`config.mk`:
```
export PLATFORM = sky130hd
export DESIGN_NAME = anemometer_rain_gust_tracker_top
export DESIGN_NICKNAME = d
export VERILOG_FILES = /design/src/argt_pkg.sv /design/src/argt_ram.sv /design/src/anemometer_rain_gust_tracker_top.sv
export SDC_FILE = /design/constraint.sdc
export NUM_CORES = 2
export LEC_CHECK = 0
export ABC_CLOCK_PERIOD_IN_PS = 12700
export BUFFER_PORTS_ARGS = -buffer_cell sky130_fd_sc_hd__buf_2
export CORE_MARGIN = 10
export CORE_UTILIZATION = 30
export CTS_BUF_LIST = sky130_fd_sc_hd__clkbuf_16
export CTS_CLUSTER_SIZE = 14
export DETAILED_ROUTE_END_ITERATION = 6
export SLEW_MARGIN = 20
export SYNTH_ARGS = -nofsm -noshare
export SYNTH_HDL_FRONTEND = slang
export SYNTH_HIERARCHICAL = 1
export SYNTH_SLANG_ARGS = --single-unit
```
`constraint.sdc`:
```
create_clock -name aclk -period 12.7 [get_ports aclk]
set_clock_uncertainty 0.05 [all_clocks]
set_input_delay 0 -clock aclk [delete_from_list [all_inputs] [get_ports aclk]]
set_output_delay 0 -clock aclk [all_outputs]
set_load 0.01 [all_outputs]
```
`src/argt_pkg.sv`:
```
// Shared types, constants and microcode for the anemometer rain gust tracker.
package argt_pkg;

    localparam int RING_DEPTH_DEF = 20;
    localparam logic [15:0] DEBOUNCE_RST = 16'd10;
    localparam logic [15:0] GUST_INTERVAL_RST = 16'd3000;
    localparam logic [31:0] ALL_ONES = 32'hFFFF_FFFF;

    localparam int CFG_IDX_W = 2;
    localparam logic [CFG_IDX_W-1:0] CFG_DEBOUNCE = 2'd0;
    localparam logic [CFG_IDX_W-1:0] CFG_GUST_INTERVAL = 2'd1;

    localparam logic [2:0] OP_WIND = 3'd0;
    localparam logic [2:0] OP_RAIN = 3'd1;
    localparam logic [2:0] OP_SAMPLE = 3'd2;
    localparam logic [2:0] OP_GUST_RST = 3'd3;
    localparam logic [2:0] OP_FULL_RST = 3'd4;

    typedef struct packed {
        logic [2:0]  opcode;
        logic [31:0] now_ms;
    } in_word_t;

    typedef struct packed {
        logic [31:0] wind_pulses;
        logic [31:0] rain_pulses;
        logic [31:0] shortest_gap_ms;
        logic [31:0] gust_max_revs;
        logic        sample_taken;
    } out_word_t;

    // Microprogram addresses
    localparam int UPC_W = 4;
    localparam logic [UPC_W-1:0] UA_CLEAR    = 4'd0;
    localparam logic [UPC_W-1:0] UA_IDLE     = 4'd1;
    localparam logic [UPC_W-1:0] UA_WIND     = 4'd2;
    localparam logic [UPC_W-1:0] UA_RAIN     = 4'd3;
    localparam logic [UPC_W-1:0] UA_GUST_RST = 4'd4;
    localparam logic [UPC_W-1:0] UA_FULL_RST = 4'd5;
    localparam logic [UPC_W-1:0] UA_FULL_CLR = 4'd6;
    localparam logic [UPC_W-1:0] UA_SAMPLE   = 4'd7;
    localparam logic [UPC_W-1:0] UA_SCAN_RD  = 4'd8;
    localparam logic [UPC_W-1:0] UA_SCAN     = 4'd9;
    localparam logic [UPC_W-1:0] UA_EMIT     = 4'd10;

    typedef enum logic [3:0] {
        U_NOP,
        U_FETCH,
        U_WIND,
        U_RAIN,
        U_GUST_RST,
        U_FULL_RST,
        U_CLR_WR,
        U_SAMPLE,
        U_SCAN_RD,
        U_SCAN_CMP,
        U_EMIT
    } uop_t;

    typedef enum logic [2:0] {
        C_NEXT,       // fall through
        C_JUMP,       // go to target
        C_DISPATCH,   // wait for a word, then branch on opcode
        C_IF_TAKE,    // fall through on a sample, else go to target
        C_LOOP_LAST,  // repeat until index reaches the last entry
        C_LOOP_END,   // repeat until index passes the last entry
        C_WAIT_OUT    // repeat until output slot is free, then go to target
    } ucond_t;

    typedef struct packed {
        uop_t             action;
        ucond_t           cond;
        logic [UPC_W-1:0] target;
    } uword_t;

    function automatic uword_t ucode(input logic [UPC_W-1:0] pc);
        uword_t w;
        case (pc)
            UA_CLEAR:    w = '{U_CLR_WR,   C_LOOP_LAST, UA_IDLE};
            UA_IDLE:     w = '{U_FETCH,    C_DISPATCH,  UA_IDLE};
            UA_WIND:     w = '{U_WIND,     C_JUMP,      UA_EMIT};
            UA_RAIN:     w = '{U_RAIN,     C_JUMP,      UA_EMIT};
            UA_GUST_RST: w = '{U_GUST_RST, C_JUMP,      UA_EMIT};
            UA_FULL_RST: w = '{U_FULL_RST, C_NEXT,      UA_FULL_CLR};
            UA_FULL_CLR: w = '{U_CLR_WR,   C_LOOP_LAST, UA_EMIT};
            UA_SAMPLE:   w = '{U_SAMPLE,   C_IF_TAKE,   UA_EMIT};
            UA_SCAN_RD:  w = '{U_SCAN_RD,  C_NEXT,      UA_SCAN};
            UA_SCAN:     w = '{U_SCAN_CMP, C_LOOP_END,  UA_EMIT};
            UA_EMIT:     w = '{U_EMIT,     C_WAIT_OUT,  UA_IDLE};
            default:     w = '{U_NOP,      C_JUMP,      UA_IDLE};
        endcase
        return w;
    endfunction

    function automatic logic [UPC_W-1:0] dispatch(input logic [2:0] op);
        logic [UPC_W-1:0] a;
        case (op)
            OP_WIND:     a = UA_WIND;
            OP_RAIN:     a = UA_RAIN;
            OP_SAMPLE:   a = UA_SAMPLE;
            OP_GUST_RST: a = UA_GUST_RST;
            OP_FULL_RST: a = UA_FULL_RST;
            default:     a = UA_EMIT;
        endcase
        return a;
    endfunction

endpackage

```
`src/argt_ram.sv`:
```
// Generic single-write, single-read RAM with registered read data.
module argt_ram #(
    parameter int WIDTH = 32,
    parameter int DEPTH = 20,
    parameter int ADDR_W = (DEPTH > 1) ? $clog2(DEPTH) : 1
) (
    input  logic              aclk,
    input  logic              we,
    input  logic [ADDR_W-1:0] waddr,
    input  logic [WIDTH-1:0]  wdata,
    input  logic [ADDR_W-1:0] raddr,
    output logic [WIDTH-1:0]  rdata
);

    logic [WIDTH-1:0] mem [DEPTH];
    logic [WIDTH-1:0] rdata_reg;

    always_ff @(posedge aclk) begin
        if (we) begin
            mem[waddr] <= wdata;
        end
        rdata_reg <= mem[raddr];
    end

    assign rdata = rdata_reg;

endmodule

```
`src/anemometer_rain_gust_tracker_top.sv`:
```
// Top level of the anemometer rain gust tracker: microcoded sequencer and datapath.
//
// Input words (s_valid/s_ready, s_data) carry an opcode and a millisecond
// timestamp: wind pulse, rain pulse, gust sample check, gust reset or full
// reset. Each input word yields exactly one result word on m_valid/m_ready,
// m_data, holding both pulse counts, the shortest wind interval, the largest
// entry of the gust ring and whether this word stored a new ring entry.
// Registers (debounce, gust interval) are written on cfg_valid/cfg_ready with
// cfg_index and cfg_data; cfg_ready is always high. The user must write them
// only while the block is idle; the block itself does not enforce this.
// Pulses, gust resets and samples that are not due take one action step before
// the emit step; unused opcodes go straight to emit. A taken sample makes one
// write and one read setup, then rescans the ring through the RAM read port,
// one entry per cycle; a full reset sweeps zeros into the ring one entry per
// cycle. A new word is taken in the cycle after the result is loaded. After
// aresetn the sequencer clears the ring with s_ready low. A stalled receiver
// holds the result register; the next word may still be accepted, but its
// result waits for the slot and s_ready stays low meanwhile.
module anemometer_rain_gust_tracker_top #(
    parameter int RING_DEPTH = argt_pkg::RING_DEPTH_DEF
) (
    input  logic                            aclk,
    input  logic                            aresetn,
    input  logic                            s_valid,
    output logic                            s_ready,
    input  argt_pkg::in_word_t              s_data,
    output logic                            m_valid,
    input  logic                            m_ready,
    output argt_pkg::out_word_t             m_data,
    input  logic                            cfg_valid,
    output logic                            cfg_ready,
    input  logic [argt_pkg::CFG_IDX_W-1:0]  cfg_index,
    input  logic [15:0]                     cfg_data
);

    localparam int AW = (RING_DEPTH > 1) ? $clog2(RING_DEPTH) : 1;
    localparam int IW = $clog2(RING_DEPTH + 1);
    localparam logic [IW-1:0] IDX_LAST = IW'(RING_DEPTH - 1);
    localparam logic [IW-1:0] IDX_END = IW'(RING_DEPTH);
    localparam logic [AW-1:0] POS_LAST = AW'(RING_DEPTH - 1);

    logic [argt_pkg::UPC_W-1:0] upc_reg, upc_next;
    logic [15:0] debounce_reg, debounce_next;
    logic [15:0] gust_int_reg, gust_int_next;
    logic [31:0] now_reg, now_next;
    logic [31:0] last_wind_reg, last_wind_next;
    logic [31:0] last_rain_reg, last_rain_next;
    logic [31:0] last_sample_reg, last_sample_next;
    logic [31:0] wind_cnt_reg, wind_cnt_next;
    logic [31:0] rain_cnt_reg, rain_cnt_next;
    logic [31:0] min_gap_reg, min_gap_next;
    logic [31:0] prev_wind_reg, prev_wind_next;
    logic [31:0] gust_max_reg, gust_max_next;
    logic [AW-1:0] ring_pos_reg, ring_pos_next;
    logic [IW-1:0] idx_reg, idx_next;
    logic        taken_reg, taken_next;
    logic        m_valid_reg, m_valid_next;
    argt_pkg::out_word_t m_data_reg, m_data_next;

    argt_pkg::uword_t uw;
    logic [31:0] wind_delta, rain_delta, sample_delta;
    logic        wind_ok, rain_ok, sample_due, slot_free, in_fire;
    logic          ram_we;
    logic [AW-1:0] ram_waddr;
    logic [31:0]   ram_wdata;
    logic [31:0]   ram_rdata;

    assign uw = argt_pkg::ucode(upc_reg);
    assign s_ready = (upc_reg == argt_pkg::UA_IDLE);
    assign in_fire = s_valid && s_ready;
    assign cfg_ready = 1'b1;
    assign m_valid = m_valid_reg;
    assign m_data = m_data_reg;
    assign slot_free = !m_valid_reg || m_ready;

    assign wind_delta = now_reg - last_wind_reg;
    assign rain_delta = now_reg - last_rain_reg;
    assign sample_delta = now_reg - last_sample_reg;
    assign wind_ok = wind_delta >= {16'd0, debounce_reg};
    assign rain_ok = rain_delta >= {16'd0, debounce_reg};
    assign sample_due = sample_delta >= {16'd0, gust_int_reg};

    argt_ram #(
        .WIDTH (32),
        .DEPTH (RING_DEPTH)
    ) u_ring (
        .aclk  (aclk),
        .we    (ram_we),
        .waddr (ram_waddr),
        .wdata (ram_wdata),
        .raddr (idx_reg[AW-1:0]),
        .rdata (ram_rdata)
    );

    // datapath actions
    always_comb begin
        now_next = now_reg;
        last_wind_next = last_wind_reg;
        last_rain_next = last_rain_reg;
        last_sample_next = last_sample_reg;
        wind_cnt_next = wind_cnt_reg;
        rain_cnt_next = rain_cnt_reg;
        min_gap_next = min_gap_reg;
        prev_wind_next = prev_wind_reg;
        gust_max_next = gust_max_reg;
        ring_pos_next = ring_pos_reg;
        idx_next = idx_reg;
        taken_next = taken_reg;
        m_valid_next = m_valid_reg && !m_ready;
        m_data_next = m_data_reg;
        ram_we = 1'b0;
        ram_waddr = idx_reg[AW-1:0];
        ram_wdata = '0;
        case (uw.action)
            argt_pkg::U_FETCH: begin
                if (in_fire) begin
                    now_next = s_data.now_ms;
                    taken_next = 1'b0;
                end
            end
            argt_pkg::U_WIND: begin
                if (wind_ok) begin
                    if (wind_delta < min_gap_reg) begin
                        min_gap_next = wind_delta;
                    end
                    wind_cnt_next = wind_cnt_reg + 32'd1;
                    last_wind_next = now_reg;
                end
            end
            argt_pkg::U_RAIN: begin
                if (rain_ok) begin
                    rain_cnt_next = rain_cnt_reg + 32'd1;
                    last_rain_next = now_reg;
                end
            end
            argt_pkg::U_GUST_RST: begin
                ring_pos_next = '0;
                prev_wind_next = '0;
            end
            argt_pkg::U_FULL_RST: begin
                wind_cnt_next = '0;
                rain_cnt_next = '0;
                min_gap_next = argt_pkg::ALL_ONES;
                prev_wind_next = '0;
                ring_pos_next = '0;
                gust_max_next = '0;
                idx_next = '0;
            end
            argt_pkg::U_CLR_WR: begin
                ram_we = 1'b1;
                idx_next = (idx_reg == IDX_LAST) ? '0 : idx_reg + IW'(1);
            end
            argt_pkg::U_SAMPLE: begin
                if (sample_due) begin
                    ram_we = 1'b1;
                    ram_waddr = ring_pos_reg;
                    ram_wdata = wind_cnt_reg - prev_wind_reg;
                    prev_wind_next = wind_cnt_reg;
                    last_sample_next = now_reg;
                    ring_pos_next = (ring_pos_reg == POS_LAST) ? '0 : ring_pos_reg + AW'(1);
                    taken_next = 1'b1;
                    gust_max_next = '0;
                    idx_next = '0;
                end
            end
            argt_pkg::U_SCAN_RD: begin
                idx_next = idx_reg + IW'(1);
            end
            argt_pkg::U_SCAN_CMP: begin
                // rdata holds the entry read on the previous cycle
                if (ram_rdata > gust_max_reg) begin
                    gust_max_next = ram_rdata;
                end
                if (idx_reg != IDX_END) begin
                    idx_next = idx_reg + IW'(1);
                end
            end
            argt_pkg::U_EMIT: begin
                if (slot_free) begin
                    m_valid_next = 1'b1;
                    m_data_next.wind_pulses = wind_cnt_reg;
                    m_data_next.rain_pulses = rain_cnt_reg;
                    m_data_next.shortest_gap_ms = min_gap_reg;
                    m_data_next.gust_max_revs = gust_max_reg;
                    m_data_next.sample_taken = taken_reg;
                end
            end
            default: begin
            end
        endcase
    end

    // sequencer
    always_comb begin
        upc_next = upc_reg + argt_pkg::UPC_W'(1);
        case (uw.cond)
            argt_pkg::C_NEXT: begin
                upc_next = upc_reg + argt_pkg::UPC_W'(1);
            end
            argt_pkg::C_JUMP: begin
                upc_next = uw.target;
            end
            argt_pkg::C_DISPATCH: begin
                upc_next = in_fire ? argt_pkg::dispatch(s_data.opcode) : upc_reg;
            end
            argt_pkg::C_IF_TAKE: begin
                upc_next = sample_due ? upc_reg + argt_pkg::UPC_W'(1) : uw.target;
            end
            argt_pkg::C_LOOP_LAST: begin
                upc_next = (idx_reg == IDX_LAST) ? uw.target : upc_reg;
            end
            argt_pkg::C_LOOP_END: begin
                upc_next = (idx_reg == IDX_END) ? uw.target : upc_reg;
            end
            argt_pkg::C_WAIT_OUT: begin
                upc_next = slot_free ? uw.target : upc_reg;
            end
            default: begin
                upc_next = argt_pkg::UA_IDLE;
            end
        endcase
    end

    always_comb begin
        debounce_next = debounce_reg;
        gust_int_next = gust_int_reg;
        if (cfg_valid && cfg_ready) begin
            case (cfg_index)
                argt_pkg::CFG_DEBOUNCE:      debounce_next = cfg_data;
                argt_pkg::CFG_GUST_INTERVAL: gust_int_next = cfg_data;
                default: begin
                end
            endcase
        end
    end

    always_ff @(posedge aclk) begin
        if (!aresetn) begin
            upc_reg <= argt_pkg::UA_CLEAR;
            debounce_reg <= argt_pkg::DEBOUNCE_RST;
            gust_int_reg <= argt_pkg::GUST_INTERVAL_RST;
            last_wind_reg <= '0;
            last_rain_reg <= '0;
            last_sample_reg <= '0;
            wind_cnt_reg <= '0;
            rain_cnt_reg <= '0;
            min_gap_reg <= argt_pkg::ALL_ONES;
            prev_wind_reg <= '0;
            gust_max_reg <= '0;
            ring_pos_reg <= '0;
            idx_reg <= '0;
            taken_reg <= 1'b0;
            m_valid_reg <= 1'b0;
        end else begin
            upc_reg <= upc_next;
            debounce_reg <= debounce_next;
            gust_int_reg <= gust_int_next;
            last_wind_reg <= last_wind_next;
            last_rain_reg <= last_rain_next;
            last_sample_reg <= last_sample_next;
            wind_cnt_reg <= wind_cnt_next;
            rain_cnt_reg <= rain_cnt_next;
            min_gap_reg <= min_gap_next;
            prev_wind_reg <= prev_wind_next;
            gust_max_reg <= gust_max_next;
            ring_pos_reg <= ring_pos_next;
            idx_reg <= idx_next;
            taken_reg <= taken_next;
            m_valid_reg <= m_valid_next;
        end
        now_reg <= now_next;
        m_data_reg <= m_data_next;
    end

`ifndef NO_ASSERTIONS
    a_one_word_at_a_time: assert property (@(posedge aclk) disable iff (!aresetn)
        in_fire |=> !s_ready)
        else $error("input accepted on back-to-back cycles");

    a_idx_in_range: assert property (@(posedge aclk) disable iff (!aresetn)
        idx_reg <= IDX_END)
        else $error("ring index ran past the end");

    a_pos_in_range: assert property (@(posedge aclk) disable iff (!aresetn)
        ring_pos_reg <= POS_LAST)
        else $error("ring position out of range");

    a_result_from_emit: assert property (@(posedge aclk) disable iff (!aresetn)
        $rose(m_valid) |-> $past(upc_reg == argt_pkg::UA_EMIT))
        else $error("result raised outside the emit step");

    a_result_holds: assert property (@(posedge aclk) disable iff (!aresetn)
        m_valid && !m_ready |=> m_valid && $stable(m_data))
        else $error("stalled result changed");
`endif

endmodule

```
==> results.md <==
- Total global routing overflow: 0
- Post-Synthesis Net Count: 4,801
- Core Rows: ~150
- Final critical-path required period: 7210 ps
- Source-to-sink clock delay at the later pin of the worst-skew pair: between 700 and 800 ps
- CTS Buffer Depth: 3
- Relative slew margins: 0.254
- Final clock period utilization by the worst path: 0.568
- First-pass GRT wire length: between 200 and 250 mm
- Standby leakage power: approximately 21 nW
- Post-synthesis compound-gate area fraction: 0.109
- Arithmetic-cell share of the synthesized area counting full adders, half adders and majority gates: 0.0604
- Data required time of the worst path: 12,990 ps
- Area fraction in and, or, nand and nor cells after synthesis: 0.115
- Number of remaining DRC errors: 2
- Cell variety after synth: 96
- Synthesized area divided by synthesized cell count: ~12 sq um
- Detailed placer's ending HPWL: 97.2 mm
- Achievable frequency: roughly 140 MHz
- Vias per Instance: around 4.9
- Ratio of cells with drive above 1 in the final layout: 0.123
- Routed wire length: 143 mm
- Most common cell after layout, fill and taps aside: sky130_fd_sc_hd__edfxtp_1
- Portion of the post-synthesis area used by sequential elements: 0.588
- Routed length per instance: about 20 um
- Slowest cell on the critical path: sky130_fd_sc_hd__nor2_4
- Filler cell count: around 17k
- Violated checks: design-rule violations
- Final core utilization: 0.354
- Routed Antenna Nets: 0
- Inst Count DP: 6,876
- Area of the core region: around 0.17 sq mm
- Number of global-route vias before repair: about 35k
- Final Total Pwr: ~10 mW
- Total negative setup slack: 0 ps
- Element type at the critical path start: register
- Final-stage net count: slightly above 5k
- Reg-to-reg slack, setup: 5490 ps
- Clock tree root driver cell: sky130_fd_sc_hd__clkbuf_16
- Most frequently used flop master after synthesis: sky130_fd_sc_hd__edfxtp_1
- Placed instance area: between 0.05 and 0.06 sq mm
- Total number of H-tree levels: 3
- Longest individual stage delay on the worst path: a little under 900 ps
- Max cap viols: 0
- Async set or reset register ratio after synthesis: 0
- Post-route cell area: 0.0617 sq mm
- Unrepaired setup endpoints after global routing: false
- Number of placed I/O pins: 190
- Worst EP arrival: 7500 ps
- Setup crit end kind: register
- Top library cells by usage in the layout, fill and taps aside: 801 x sky130_fd_sc_hd__edfxtp_1, 369 x sky130_fd_sc_hd__nand2_1, 345 x sky130_fd_sc_hd__dfxtp_1
- FF+latch count, synth: ~1.1k
- Die Footprint: 0.193 sq mm
- Worst ir drop on vdd: between 0.15 and 0.2 mV
- Synth Instances: ~4.5k
- Clock tree from TritonCTS: built
- Clock sink total: around 1.1k
- Critical Path Fanout Max: 32
- Area added between synthesis and finish: 17.1%
- Flip-flop count of the largest register, all copies and words added: between 600 and 700
- All-Layer GR Usage: 0.144
- Worst min-delay path class: input pin to register
- Number of port buffers: 188
- Largest net degree at the start of global routing: approximately 130
- Inserted Clock Buffers: ~110
- RePlAce Congestion: about 0.85
- Count of placed standard cells in the final layout, fillers left out: slightly above 7k
- PD cells: about 160 mW/mm^2
- Cell chain of the critical path: ha_1, nor2b_1, o2111a_1, or4b_1, a21oi_1, o21ai_0, xor2_1, ha_1, a21oi_1, o21ai_0, a311o_1, nor4_1, o2111ai_1, or4_1, nand4b_4, nor4_4, buf_4, nor2_4, mux2_2, or3b_2, nor2_4
- Number of vias in the routed layout: approximately 36k
- Main combinational cell family by area after synthesis: simple AND/OR/NAND/NOR gates
- Yosys warns: 6
- Worst-path clk slew: ~60 ps
- Xor and xnor area share after synthesis: 0.0218
- Max-slew violation total from the final report: 0
- Initial standard-cell utilization of the core: 0.303
- Transition time of the tightest slew-check pin: 1110 ps
- Initial drt markers: between 2k and 2.5k
- Multiplexer area fraction after synthesis: 0.0671
- Hold Vio Cnt, Final: 0
- Number of enable-type register cells in the synthesized netlist: ~800
- Total iterations of the first detailed-routing run: 7
- Post-synthesis instance area: ~0.053 sq mm
- Status: finished with violations
- Die height: 439 um
- Number of antenna violations at the first check in global routing: 11
- X dimension of the die: 439 um
- Kind of critical path: register to register
- Setup violations, final: 0
worst max-delay path, delay by kind of cell (launching register included):
family	cells	cell delay, ps
and+or+nand+nor	9	3350
xor gates and xnor gates	1	170
buffers and inverters	1	260
muxes	1	320
adders and majority gates	2	650
DFF	1	550
AOI/OAI and AO/OA	7	1410
where the power goes:
| group | internal, mW | total (mW) | switching (mW) |
|---|---|---|---|
| clock | 1.90 | 3.40 | 1.50 |
| sequential | 4.27 | 4.43 | 0.169 |
| combinational | 0.809 | 2.19 | 1.38 |
worst paths after layout:
check                  start                 to  depth (start not counted)
max               now_reg[1]  u_ring/mem[0][21]                         21
min reg2reg  min_gap_reg[27]         m_data[60]                          0
max reg2reg       now_reg[1]  u_ring/mem[0][21]                         21
min               s_data[11]        now_reg[11]                          2
cells by family after synthesis:
group,Yosys count
mux,308
xor+xnor,131
fa+ha+maj,252
flops,1148
other cells,1
buf+inv,474
simple gates,1271
compound gates,906
metrics by stage:
stage | setup WS, ps | hold WS (ps)
finish | 5490 | 36.1
global route | 4970 | 32.9
CTS | 5210 | 7.92
detailed placement | 5240 | 128
global placement | 5330 | 129
floorplan | 2470 | 48.9
synthesized netlist by cell type (8+ instances only):
cell,number,area (sq um)
sky130_fd_sc_hd__nand3_1,195,976
sky130_fd_sc_hd__mux4_2,32,721
sky130_fd_sc_hd__buf_2,44,220
sky130_fd_sc_hd__a21o_1,77,578
sky130_fd_sc_hd__o21ai_0,136,681
sky130_fd_sc_hd__nor3b_1,12,90.1
sky130_fd_sc_hd__and4_1,8,70.1
sky130_fd_sc_hd__nor2b_1,44,275
sky130_fd_sc_hd__or2_2,9,56.3
sky130_fd_sc_hd__a22oi_1,34,255
sky130_fd_sc_hd__or4_1,15,113
sky130_fd_sc_hd__o31a_1,8,70.1
sky130_fd_sc_hd__and2_1,18,113
sky130_fd_sc_hd__a211oi_1,50,375
sky130_fd_sc_hd__buf_6,18,203
sky130_fd_sc_hd__a31oi_1,43,269
sky130_fd_sc_hd__a211o_1,10,87.6
sky130_fd_sc_hd__clkbuf_1,118,443
sky130_fd_sc_hd__a2111oi_0,10,87.6
sky130_fd_sc_hd__and3_1,48,300
sky130_fd_sc_hd__edfxtp_1,801,24100
sky130_fd_sc_hd__or3_1,28,175
sky130_fd_sc_hd__o22ai_1,36,225
sky130_fd_sc_hd__inv_1,274,1030
sky130_fd_sc_hd__nor2_1,317,1190
sky130_fd_sc_hd__o211ai_1,23,173
sky130_fd_sc_hd__ha_1,248,3100
sky130_fd_sc_hd__dfxtp_1,347,6950
sky130_fd_sc_hd__nand4_1,49,307
sky130_fd_sc_hd__mux2_2,40,450
sky130_fd_sc_hd__nand3b_1,12,90.1
sky130_fd_sc_hd__o21a_1,55,413
sky130_fd_sc_hd__nand2b_1,42,263
sky130_fd_sc_hd__a21oi_1,323,1620
sky130_fd_sc_hd__xnor2_1,69,604
sky130_fd_sc_hd__mux2i_1,235,2350
sky130_fd_sc_hd__nor4_1,12,75.1
sky130_fd_sc_hd__nand2_1,370,1390
sky130_fd_sc_hd__o31ai_1,17,128
sky130_fd_sc_hd__nor3_1,70,350
sky130_fd_sc_hd__buf_4,13,97.6
sky130_fd_sc_hd__xor2_1,62,543
sky130_fd_sc_hd__o21bai_1,11,82.6
repair_timing:
item | in CTS | in global routing
gates resized for setup | 0 | 0
endpoints found under the hold margin | 118 | 0
buffers inserted | 0 | 0
hold buffers | 111 | 0
final cells by class:
class	count	area, sq um	area share
sequential	1148	31000	0.503
multi-input combinational	2869	20000	0.324
tap	2325	2910	0.0472
clock inverter	98	868	0.0141
clock buffer	118	2950	0.0479
antenna	4	10.0	0.000162
timing repair buffer	381	2910	0.0472
inverter	275	1030	0.0168
metal layers:
| layer | part of all wire | up-vias | routed length [um] | GRT usage |
|---|---|---|---|---|
| met5 | 0 | - | 0 | 0 |
| met3 | 0.038 | 239 | 5490 | 0.0185 |
| met2 | 0.52 | 766 | 73900 | 0.261 |
| met4 | 0.044 | 0 | 6240 | 0.0636 |
| li1 | - | 17100 | - | - |
| met1 | 0.40 | 17500 | 57700 | 0.168 |
Note: power is estimated with default switching activity, not from simulation.
